`config.mk`:
```
export PLATFORM = sky130hd
export DESIGN_NAME = i2c_register_access_master
export DESIGN_NICKNAME = d
export VERILOG_FILES = /design/src/rtl/i2c_ram_pkg.sv /design/src/rtl/i2c_ram_front.sv /design/src/rtl/i2c_ram_seq.sv /design/src/rtl/i2c_register_access_master.sv
export SDC_FILE = /design/constraint.sdc
export NUM_CORES = 1
export LEC_CHECK = 0
export BUFFER_PORTS_ARGS = -buffer_cell sky130_fd_sc_hd__buf_2
export CAP_MARGIN = 20
export CORE_MARGIN = 3
export CORE_UTILIZATION = 27
export CTS_BUF_LIST = sky130_fd_sc_hd__clkbuf_8
export DETAILED_ROUTE_END_ITERATION = 10
export GPL_ROUTABILITY_DRIVEN = 0
export SETUP_SLACK_MARGIN = 0.4
export SYNTH_ARGS = -nofsm -noshare
export SYNTH_HDL_FRONTEND = slang
export SYNTH_SLANG_ARGS = --single-unit
```
`constraint.sdc`:
```
create_clock -name clock -period 4.88 [get_ports clock]
set_input_delay 0.732 -clock clock [delete_from_list [all_inputs] [get_ports clock]]
set_output_delay 0.732 -clock clock [all_outputs]
set_load 0.03 [all_outputs]
```
`src/rtl/i2c_ram_pkg.sv`:
```
// Package for the I2C register access master: sequencer states, tick
// payload and result structs. No dependencies.
`default_nettype none
package i2c_ram_pkg;
   localparam int MaxBurst = 8;
   localparam logic [1:0] CMD_NONE  = 2'd0;
   localparam logic [1:0] CMD_WRITE = 2'd1;
   localparam logic [1:0] CMD_READ  = 2'd2;
   localparam logic [1:0] CMD_BURST = 2'd3;
   localparam logic [1:0] CSR_ADDR  = 2'd0;
   localparam logic [1:0] CSR_START = 2'd1;
   localparam logic [1:0] CSR_LEN   = 2'd2;
   localparam logic [1:0] CSR_TICKS = 2'd3;

   typedef enum logic [3:0] {
      ST_IDLE, ST_SA, ST_SB, ST_SC, ST_RS, ST_TXL, ST_TXH, ST_TAL,
      ST_TAH, ST_RXL, ST_RXH, ST_MAL, ST_MAH, ST_PA, ST_PB, ST_PC
   } seq_state_type;

   typedef struct packed {
      logic [1:0] command;
      logic [7:0] register_address;
      logic [7:0] write_data;
      logic       sda_in;
   } tick_type;

   typedef struct packed {
      logic       scl_level;
      logic       sda_pull_low;
      logic       busy_res;
      logic       byte_valid;
      logic [7:0] read_byte;
      logic [2:0] byte_index;
      logic       last_byte;
      logic       ack_error;
      logic       done_res;
   } result_type;
endpackage
`default_nettype wire

```
`src/rtl/i2c_ram_front.sv`:
```
// Front end: a two-entry queue towards the sequencer.
// Depends on i2c_ram_pkg.
`default_nettype none
module i2c_ram_front (
   input  wire                   clock,
   input  wire                   reset,
   input  wire                   in_valid,
   output logic                  in_stall,
   input  i2c_ram_pkg::tick_type in_tick,
   output logic                  q_valid,
   input  wire                   q_take,
   output i2c_ram_pkg::tick_type q_tick
);
   import i2c_ram_pkg::*;
   tick_type   mem_ff [2];
   logic       wp_ff, wp_in, rp_ff, rp_in;
   logic [1:0] cnt_ff, cnt_in;
   logic       push, pop;

   assign in_stall = (cnt_ff == 2'd2);
   assign push = in_valid && !in_stall;
   assign pop = q_take && q_valid;
   assign q_valid = (cnt_ff != 2'd0);
   assign q_tick = mem_ff[rp_ff];

   always_comb begin
      wp_in = wp_ff ^ push;
      rp_in = rp_ff ^ pop;
      cnt_in = cnt_ff + {1'b0, push} - {1'b0, pop};
   end

   always_ff @(posedge clock) begin
      if (reset) begin
         wp_ff <= 1'b0;
         rp_ff <= 1'b0;
         cnt_ff <= 2'd0;
      end else begin
         wp_ff <= wp_in;
         rp_ff <= rp_in;
         cnt_ff <= cnt_in;
      end
      if (push) mem_ff[wp_ff] <= in_tick;
   end

`ifndef SYNTH
   a_no_pop_empty: assert property (@(posedge clock) disable iff (reset)
      cnt_ff == 2'd0 |-> !pop) else $error("pop from empty queue");
   a_cnt_range: assert property (@(posedge clock) disable iff (reset)
      cnt_ff != 2'd3) else $error("queue count overflow");
   a_full_stall: assert property (@(posedge clock) disable iff (reset)
      cnt_ff == 2'd2 && !pop |=> cnt_ff == 2'd2) else $error("full queue lost entry");
`endif
endmodule
`default_nettype wire

```
`src/rtl/i2c_ram_seq.sv`:
```
// Back end: bus sequencer that turns one tick into line drive and status,
// with a result register and skid stage. Depends on i2c_ram_pkg.
`default_nettype none
module i2c_ram_seq (
   input  wire                     clock,
   input  wire                     reset,
   input  wire                     q_valid,
   output logic                    q_take,
   input  i2c_ram_pkg::tick_type   q_tick,
   input  wire  [6:0]              dev_addr,
   input  wire  [7:0]              burst_reg,
   input  wire  [3:0]              burst_len,
   input  wire  [7:0]              ticks,
   output logic                    out_valid,
   input  wire                     out_stall,
   output i2c_ram_pkg::result_type out_res
);
   import i2c_ram_pkg::*;
   seq_state_type st_ff, st_in;
   logic [7:0] ph_ff, ph_in, sh_ff, sh_in, reg_ff, reg_in, dat_ff, dat_in;
   logic [3:0] bit_ff, bit_in, byc_ff, byc_in;
   logic [1:0] cmd_ff, cmd_in;
   logic       nack_ff, nack_in;
   result_type res, ov_ff, sk_ff;
   logic       ov_v_ff, sk_v_ff;
   logic [7:0] eticks, ph_inc;
   logic [3:0] elen;
   logic       last, step, wrap;
   seq_state_type cur;

   assign q_take = !sk_v_ff;
   assign step = q_valid && q_take;
   assign eticks = (ticks == 8'd0) ? 8'd1 : ticks;

   function automatic logic [7:0] tx_byte(input logic [3:0] k, input logic [1:0] c,
         input logic [6:0] a, input logic [7:0] br, input logic [7:0] lr,
         input logic [7:0] ld);
      case (k)
         4'd0: tx_byte = {a, 1'b0};
         4'd1: tx_byte = (c == CMD_BURST) ? br : lr;
         4'd2: tx_byte = ld;
         default: tx_byte = {a, 1'b1};
      endcase
   endfunction

   // next-state and datapath
   always_comb begin
      st_in = st_ff; ph_in = ph_ff; sh_in = sh_ff; reg_in = reg_ff;
      dat_in = dat_ff; bit_in = bit_ff; byc_in = byc_ff; cmd_in = cmd_ff;
      nack_in = nack_ff;
      cur = st_ff;
      if (st_ff == ST_IDLE && q_tick.command != CMD_NONE) begin
         cmd_in = q_tick.command; reg_in = q_tick.register_address;
         dat_in = q_tick.write_data; cur = ST_SA; ph_in = 8'd0;
         bit_in = 4'd0; byc_in = 4'd0; sh_in = 8'd0; nack_in = 1'b0;
      end
      // last uses pre-latch values, as the byte count is zero once a command lands
      elen = (cmd_ff != CMD_BURST) ? 4'd1 :
             (burst_len == 4'd0) ? 4'd1 :
             (burst_len > 4'(MaxBurst)) ? 4'(MaxBurst) : burst_len;
      last = ({1'b0, byc_ff} + 5'd1) >= {1'b0, elen};
      st_in = cur;
      ph_inc = ph_in + 8'd1;
      wrap = ph_inc >= eticks;
      if (cur != ST_IDLE) begin
         ph_in = wrap ? 8'd0 : ph_inc;
         if (wrap) begin
            unique case (cur)
               ST_SA: st_in = ST_SB;
               ST_SB: st_in = ST_SC;
               ST_RS: st_in = ST_SA;
               ST_SC: begin
                  sh_in = tx_byte(byc_in, cmd_in, dev_addr, burst_reg, reg_in, dat_in);
                  bit_in = 4'd0; st_in = ST_TXL;
               end
               ST_TXL: st_in = ST_TXH;
               ST_TXH: begin
                  sh_in = {sh_in[6:0], 1'b0};
                  bit_in = bit_in + 4'd1;
                  st_in = (bit_in >= 4'd8) ? ST_TAL : ST_TXL;
               end
               ST_TAL: st_in = ST_TAH;
               ST_TAH: begin
                  nack_in = nack_in | q_tick.sda_in;
                  if (cmd_in == CMD_WRITE) begin
                     if (byc_in >= 4'd2) st_in = ST_PA;
                     else begin
                        byc_in = byc_in + 4'd1;
                        sh_in = tx_byte(byc_in, cmd_in, dev_addr, burst_reg, reg_in, dat_in);
                        bit_in = 4'd0; st_in = ST_TXL;
                     end
                  end else if (byc_in == 4'd0) begin
                     byc_in = 4'd1;
                     sh_in = tx_byte(4'd1, cmd_in, dev_addr, burst_reg, reg_in, dat_in);
                     bit_in = 4'd0; st_in = ST_TXL;
                  end else if (byc_in == 4'd1) begin
                     byc_in = 4'd3; st_in = ST_RS;
                  end else begin
                     byc_in = 4'd0; bit_in = 4'd0; sh_in = 8'd0; st_in = ST_RXL;
                  end
               end
               ST_RXL: st_in = ST_RXH;
               ST_RXH: begin
                  sh_in = {sh_in[6:0], q_tick.sda_in};
                  bit_in = bit_in + 4'd1;
                  st_in = (bit_in >= 4'd8) ? ST_MAL : ST_RXL;
               end
               ST_MAL: st_in = ST_MAH;
               ST_MAH: begin
                  if (last) st_in = ST_PA;
                  else begin
                     byc_in = byc_in + 4'd1; bit_in = 4'd0; sh_in = 8'd0;
                     st_in = ST_RXL;
                  end
               end
               ST_PA: st_in = ST_PB;
               ST_PB: st_in = ST_PC;
               ST_PC: st_in = ST_IDLE;
               default: st_in = ST_IDLE;
            endcase
         end
      end
   end

   // outputs of the tick
   always_comb begin
      res = '0;
      res.scl_level = 1'b1;
      res.busy_res = 1'b1;
      unique case (cur)
         ST_IDLE: res.busy_res = 1'b0;
         ST_SA: res.sda_pull_low = 1'b0;
         ST_SB: res.sda_pull_low = 1'b1;
         ST_SC: begin res.scl_level = 1'b0; res.sda_pull_low = 1'b1; end
         ST_RS: res.scl_level = 1'b0;
         ST_TXL: begin res.scl_level = 1'b0; res.sda_pull_low = !sh_ff[7]; end
         ST_TXH: res.sda_pull_low = !sh_ff[7];
         ST_TAL, ST_RXL: res.scl_level = 1'b0;
         ST_TAH, ST_RXH: res.sda_pull_low = 1'b0;
         ST_MAL: begin res.scl_level = 1'b0; res.sda_pull_low = !last; end
         ST_MAH: res.sda_pull_low = !last;
         ST_PA: begin res.scl_level = 1'b0; res.sda_pull_low = 1'b1; end
         ST_PB: res.sda_pull_low = 1'b1;
         ST_PC: res.sda_pull_low = 1'b0;
         default: res.busy_res = 1'b0;
      endcase
      if (cur == ST_RXH && wrap && st_in == ST_MAL) begin
         res.byte_valid = 1'b1;
         res.read_byte = sh_in;
         res.byte_index = byc_in[2:0];
         res.last_byte = last;
      end
      res.ack_error = nack_in;
      res.done_res = (cur == ST_PC) && wrap;
   end

   always_ff @(posedge clock) begin
      if (reset) begin
         st_ff <= ST_IDLE; ph_ff <= 8'd0; sh_ff <= 8'd0; reg_ff <= 8'd0;
         dat_ff <= 8'd0; bit_ff <= 4'd0; byc_ff <= 4'd0; cmd_ff <= CMD_NONE;
         nack_ff <= 1'b0; ov_v_ff <= 1'b0; sk_v_ff <= 1'b0;
      end else begin
         if (step) begin
            st_ff <= st_in; ph_ff <= ph_in; sh_ff <= sh_in; reg_ff <= reg_in;
            dat_ff <= dat_in; bit_ff <= bit_in; byc_ff <= byc_in; cmd_ff <= cmd_in;
            nack_ff <= nack_in;
         end
         if (!ov_v_ff || !out_stall) begin
            ov_v_ff <= step || sk_v_ff;
            sk_v_ff <= 1'b0;
         end else if (step) begin
            sk_v_ff <= 1'b1;
         end
      end
      if (!ov_v_ff || !out_stall) ov_ff <= sk_v_ff ? sk_ff : res;
      else if (step) sk_ff <= res;
   end

   assign out_valid = ov_v_ff;
   assign out_res = ov_ff;

`ifndef SYNTH
   a_skid_hold: assert property (@(posedge clock) disable iff (reset)
      sk_v_ff |-> ov_v_ff) else $error("skid full with empty output");
   a_no_step_skid: assert property (@(posedge clock) disable iff (reset)
      sk_v_ff |-> !step) else $error("tick taken with skid full");
   a_idle_phase: assert property (@(posedge clock) disable iff (reset)
      st_ff == ST_IDLE |-> ph_ff == 8'd0) else $error("phase count in idle");
`endif
endmodule
`default_nettype wire

```
`src/rtl/i2c_register_access_master.sv`:
```
// I2C register access master: one tick in, one line-drive result out.
// An accepted tick is held in a queue entry, then in the output register behind the
// combinational sequencer step; throughput one tick per cycle while the output is
// not stalled. Input stalls only once the two-entry queue is full behind a stalled output.
// Reset (synchronous, active high) empties queue and output, returns sequencer to
// idle and loads register defaults: address 83, burst start 50, length 6, ticks 5.
`default_nettype none
module i2c_register_access_master (
   input  wire        clock,
   input  wire        reset,
   input  wire        req_valid,
   output logic       req_stall,
   input  wire  [1:0] req_command,
   input  wire  [7:0] req_register_address,
   input  wire  [7:0] req_write_data,
   input  wire        req_sda_in,
   output logic       rsp_valid,
   input  wire        rsp_stall,
   output logic       rsp_scl_level,
   output logic       rsp_sda_pull_low,
   output logic       rsp_busy_res,
   output logic       rsp_byte_valid,
   output logic [7:0] rsp_read_byte,
   output logic [2:0] rsp_byte_index,
   output logic       rsp_last_byte,
   output logic       rsp_ack_error,
   output logic       rsp_done_res,
   input  wire        csr_valid,
   output logic       csr_ready,
   input  wire  [1:0] csr_index,
   input  wire  [7:0] csr_data
);
   import i2c_ram_pkg::*;
   tick_type   tick, q_tick;
   result_type res;
   logic       q_valid, q_take;
   logic [6:0] addr_ff;
   logic [7:0] start_ff, ticks_ff;
   logic [3:0] len_ff;

   assign csr_ready = 1'b1;
   always_ff @(posedge clock) begin
      if (reset) begin
         addr_ff <= 7'd83; start_ff <= 8'd50; len_ff <= 4'd6; ticks_ff <= 8'd5;
      end else if (csr_valid) begin
         case (csr_index)
            CSR_ADDR:  addr_ff <= csr_data[6:0];
            CSR_START: start_ff <= csr_data;
            CSR_LEN:   len_ff <= csr_data[3:0];
            default:   ticks_ff <= csr_data;
         endcase
      end
   end

   assign tick = '{command: req_command, register_address: req_register_address,
                   write_data: req_write_data, sda_in: req_sda_in};

   i2c_ram_front u_front (
      .clock(clock), .reset(reset), .in_valid(req_valid), .in_stall(req_stall),
      .in_tick(tick), .q_valid(q_valid), .q_take(q_take), .q_tick(q_tick));

   i2c_ram_seq u_seq (
      .clock(clock), .reset(reset), .q_valid(q_valid), .q_take(q_take),
      .q_tick(q_tick), .dev_addr(addr_ff), .burst_reg(start_ff), .burst_len(len_ff),
      .ticks(ticks_ff), .out_valid(rsp_valid), .out_stall(rsp_stall), .out_res(res));

   assign rsp_scl_level = res.scl_level;
   assign rsp_sda_pull_low = res.sda_pull_low;
   assign rsp_busy_res = res.busy_res;
   assign rsp_byte_valid = res.byte_valid;
   assign rsp_read_byte = res.read_byte;
   assign rsp_byte_index = res.byte_index;
   assign rsp_last_byte = res.last_byte;
   assign rsp_ack_error = res.ack_error;
   assign rsp_done_res = res.done_res;
endmodule
`default_nettype wire
```
==> flow_summary.yaml <==
outcome:
  status: "completed"
logic_synthesis:
  synthMuxAreaShare_pct: 7.17
  synth_adder_area_share_pct: 3.73
  syn_avg_cell_area_um2: 9.49
  synth_flop_cell: "dfxtp_1"
  ys_types: 75
  synth.top_cell.area_share_pct: 27.6
  synth_top_family_by_area: "compound AO/OA/AOI/OAI gates"
  yosysTopAreaCell: "edfxtp_1"
  yosysWarnings: 0
  synthArstFlopShare_pct: 0
  synth-edff-count: 74
  synth_compound_area_share_pct: 18.8
  synthSimpleGateAreaFrac_pct: 17.2
  synthXorXnorAreaFrac_pct: 1.63
  ys_ff_latch: 154
  synthesis.area_um2: 8060
  syn-num-nets: 907
  syn_inst: 849
  synthTopCellsByArea: "edfxtp_1 (28%), dfxtp_1 (20%), mux2i_1 (5.2%)"
  seq_area_frac_synth_pct: 47.4
global_route:
  grtUsageMet2_pct: 20.8
  grt_max_degree: 38
  grt_overflow: 0
  grt_pass1_wl_mm: 34.5
  met1_usage_pct: 18.7
  met3_usage_pct: 4.30
  busiest_layer: "met2"
  antenna_found_initial: 5
  grt_use_total_pct: 13.8
  grt_pass1_vias: 6279
placed_design:
  post_dp_cell_area_um2: 8750
  place_hpwl_mm: 16.0
  port_buffers: 53
timing:
  rsz0062_at_grt: "false"
  slew_viol_final: 0
  post-route-period-util_pct: 89.0
  final-setup-viol-count: 0
  final_hold_viol_count: 0
  fin_tns_setup_ns: 0
  fin_skew_ns: 0.0176
  min_period_ns: 4.34
  max_freq_ghz: 0.230
  maxSlewHeadroom_pct: 36.7
  worst_pin_slew_ns: 0.950
  fin_hold_ws_ns: 0.455
worst_setup_path:
  required_ns: 5.10
  max_stage_delay_ns: 0.50
  start_kind: "flip-flop"
  worstPathMaxFanout: 18
  worst_ep_arrival_time_ns: 4.56
  path_class: "flip-flop to flip-flop"
  path_delay_family: "simple AND/OR/NAND/NOR gates"
  path_cells: "nor4_4 > nand3_4 > and2_4 > ha_4 > nand3_2 > xor2_1 > nor2_1 > ha_1 > nand3_1 > o21ai_1 > or3b_4 > or4_1 > a31o_2 > and2_4 > mux2_2"
  cp_common_cell: "and2_4"
  crit_path_end_kind: "flip-flop"
  crit_path_top_delay_cell: "dfxtp_1"
  crit_buf_inv: 0
floorplanning:
  die_w_um: 179
  initial_core_util_pct: 27.7
  core_area_um2: 29100
  ios: 55
  row_count: 62
  die_h_um: 179
  fp.dieArea_um2: 32000
hold_path:
  hold_class: "input port to flip-flop"
routing:
  ant_nets: 0
  drt-total-wl_mm: 21.8
  avgRoutedWirePerCell_um: 17.0
  vias: 6638
  first_pass_iters: 5
  drt_iter0_markers: 726
  drcViolationCount: 0
  avgViaCountPerCell: 5.18
clocking:
  cts_tree: "built"
  clk_pin_slew_ns: 0.09
  clock-root-buffer: "clkbuf_8"
  cts_buffers: 17
  clock-sinks: 154
  ctsLongestPathBuffers: 2
  h-tree-depth: 4
  clock_latency_ns: 0.46
power_and_ir_drop:
  p_leak_nw: 3.38
  total_power_mw: 4.48
  peakVddDrop_v: 0.000202
  powerDensity_nw_per_um2: 489
layout:
  drive_gt1_share_pct: 16.4
  final_nets: 942
  area_delta_synth_final_pct: 13.7
  design_area_um2: 9160
flow_run:
  max_cap_viol_count: 0
-- worst paths after layout --
path | slack (ns) | cells past startpoint | endpoint | startpoint
worst max-delay path | 0.54 | 15 | u_seq.out_res[5] | u_seq.st_ff[0]
worst min-delay path | 0.45 | 1 | u_front.mem_ff[1][4] | req_write_data[3]
worst max register to register | 0.54 | 15 | u_seq.out_res[5] | u_seq.st_ff[0]
worst min register to register | 0.46 | 2 | u_seq.dat_ff[6] | u_seq.dat_ff[6]
-- metrics by stage --
step,util (%),worst slack (ns),instances
after global placement,30.1,0.694,1248
after CTS,31.4,0.603,1280
after floorplan,-,0.392,849
after global routing,31.5,0.412,1282
after detailed placement,30.1,0.611,1248
final,31.5,0.539,1282
-- cells in the mapped netlist, drive strengths merged, types with 5 or more instances --
master / n
inv: 24
nand3: 31
a22o: 5
xnor2: 8
a32oi: 7
and2: 16
a31o: 8
a21oi: 53
edfxtp: 74
a31oi: 18
nand2: 98
o21ai: 43
o31ai: 8
nor2b: 8
a211oi: 22
and3: 7
dfxtp: 80
a21o: 5
ha: 24
a22oi: 9
nor3: 20
mux2: 14
or3: 5
buf: 18
clkbuf: 36
o211ai: 7
xor2: 7
mux2i: 42
nor2: 91
-- what timing repair did --
action,4_1_cts,5_1_grt
hold buffers,0,0
endpoints found under the setup margin,0,5
buffers inserted,0,0
resized for setup,0,1
-- power breakdown --
part           leakage (nW)  switching (mW)  internal, mW
combinational          1.83            1.17         0.586
sequential             1.35           0.152          1.60
clock                 0.201           0.542         0.425
total                  3.38            1.87          2.61
-- layout by cell type, fill, tap and decap left out, types with 8 or more instances in the layout --
master    instances
o21ai_0          37
a211oi_1         21
nor3_1           18
mux2_2           14
buf_4            16
nand3_1          29
nor2_1           91
a31o_2            8
mux2i_1          42
dfxtp_1          80
clkbuf_8         17
and2_1           13
edfxtp_1         74
xnor2_1           8
buf_2            53
a21oi_1          53
nand2_1          97
a31oi_1          18
inv_1            24
a22oi_1           9
o31ai_1           8
nor2b_1           8
ha_1             23
-- worst reg2reg max path, cell delays in order (launching register included) --
cell and delay (ns):
dfxtp_1 0.50, nor4_4 0.41, nand3_4 0.15, and2_4 0.21, ha_4 0.17, nand3_2 0.07, xor2_1 0.14, nor2_1 0.08
ha_1 0.31, nand3_1 0.08, o21ai_1 0.42, or3b_4 0.48, or4_1 0.42, a31o_2 0.28, and2_4 0.14, mux2_2 0.25
-- layout make-up --
| cell class | instances | area [um^2] |
|---|---|---|
| diodes | 1 | 2.50 |
| repair buffers | 70 | 397 |
| fillers | 2987 | 19900 |
| multi-input cells | 617 | 3970 |
| inverters | 24 | 90.1 |
| flip-flops and latches | 154 | 3820 |
| clock inverters | 15 | 164 |
| clock buffers | 17 | 234 |
| well taps | 384 | 480 |
-- per-layer routing --
| metal | wire (um) | part of all wire, % | up-vias |
|---|---|---|---|
| met4 | 495 | 2.3 | 8 |
| li1 | - | - | 3201 |
| met5 | 60 | 0.28 | - |
| met1 | 10100 | 46 | 3135 |
| met2 | 9430 | 43 | 248 |
| met3 | 1760 | 8.1 | 46 |
-- flip-flops by register name (all words and copies together), names as in the netlist, 7 cells and up --
name and count:
u_seq.sh_ff 8, ticks_ff 8, start_ff 8, u_seq.ph_ff 8, addr_ff 7, u_seq.reg_ff 8, u_seq.dat_ff 8, u_seq.out_res 18
u_seq.sk_ff 18, u_front.mem_ff 38
-- cells by family after synthesis --
| logic type | Yosys count |
|---|---|
| xor+xnor | 15 |
| simple gates | 298 |
| flops | 154 |
| compound gates | 223 |
| other cells | 1 |
| buf+inv | 78 |
| fa+ha+maj | 24 |
| mux | 56 |
No activity file was read; power rests on OpenSTA's default activity.
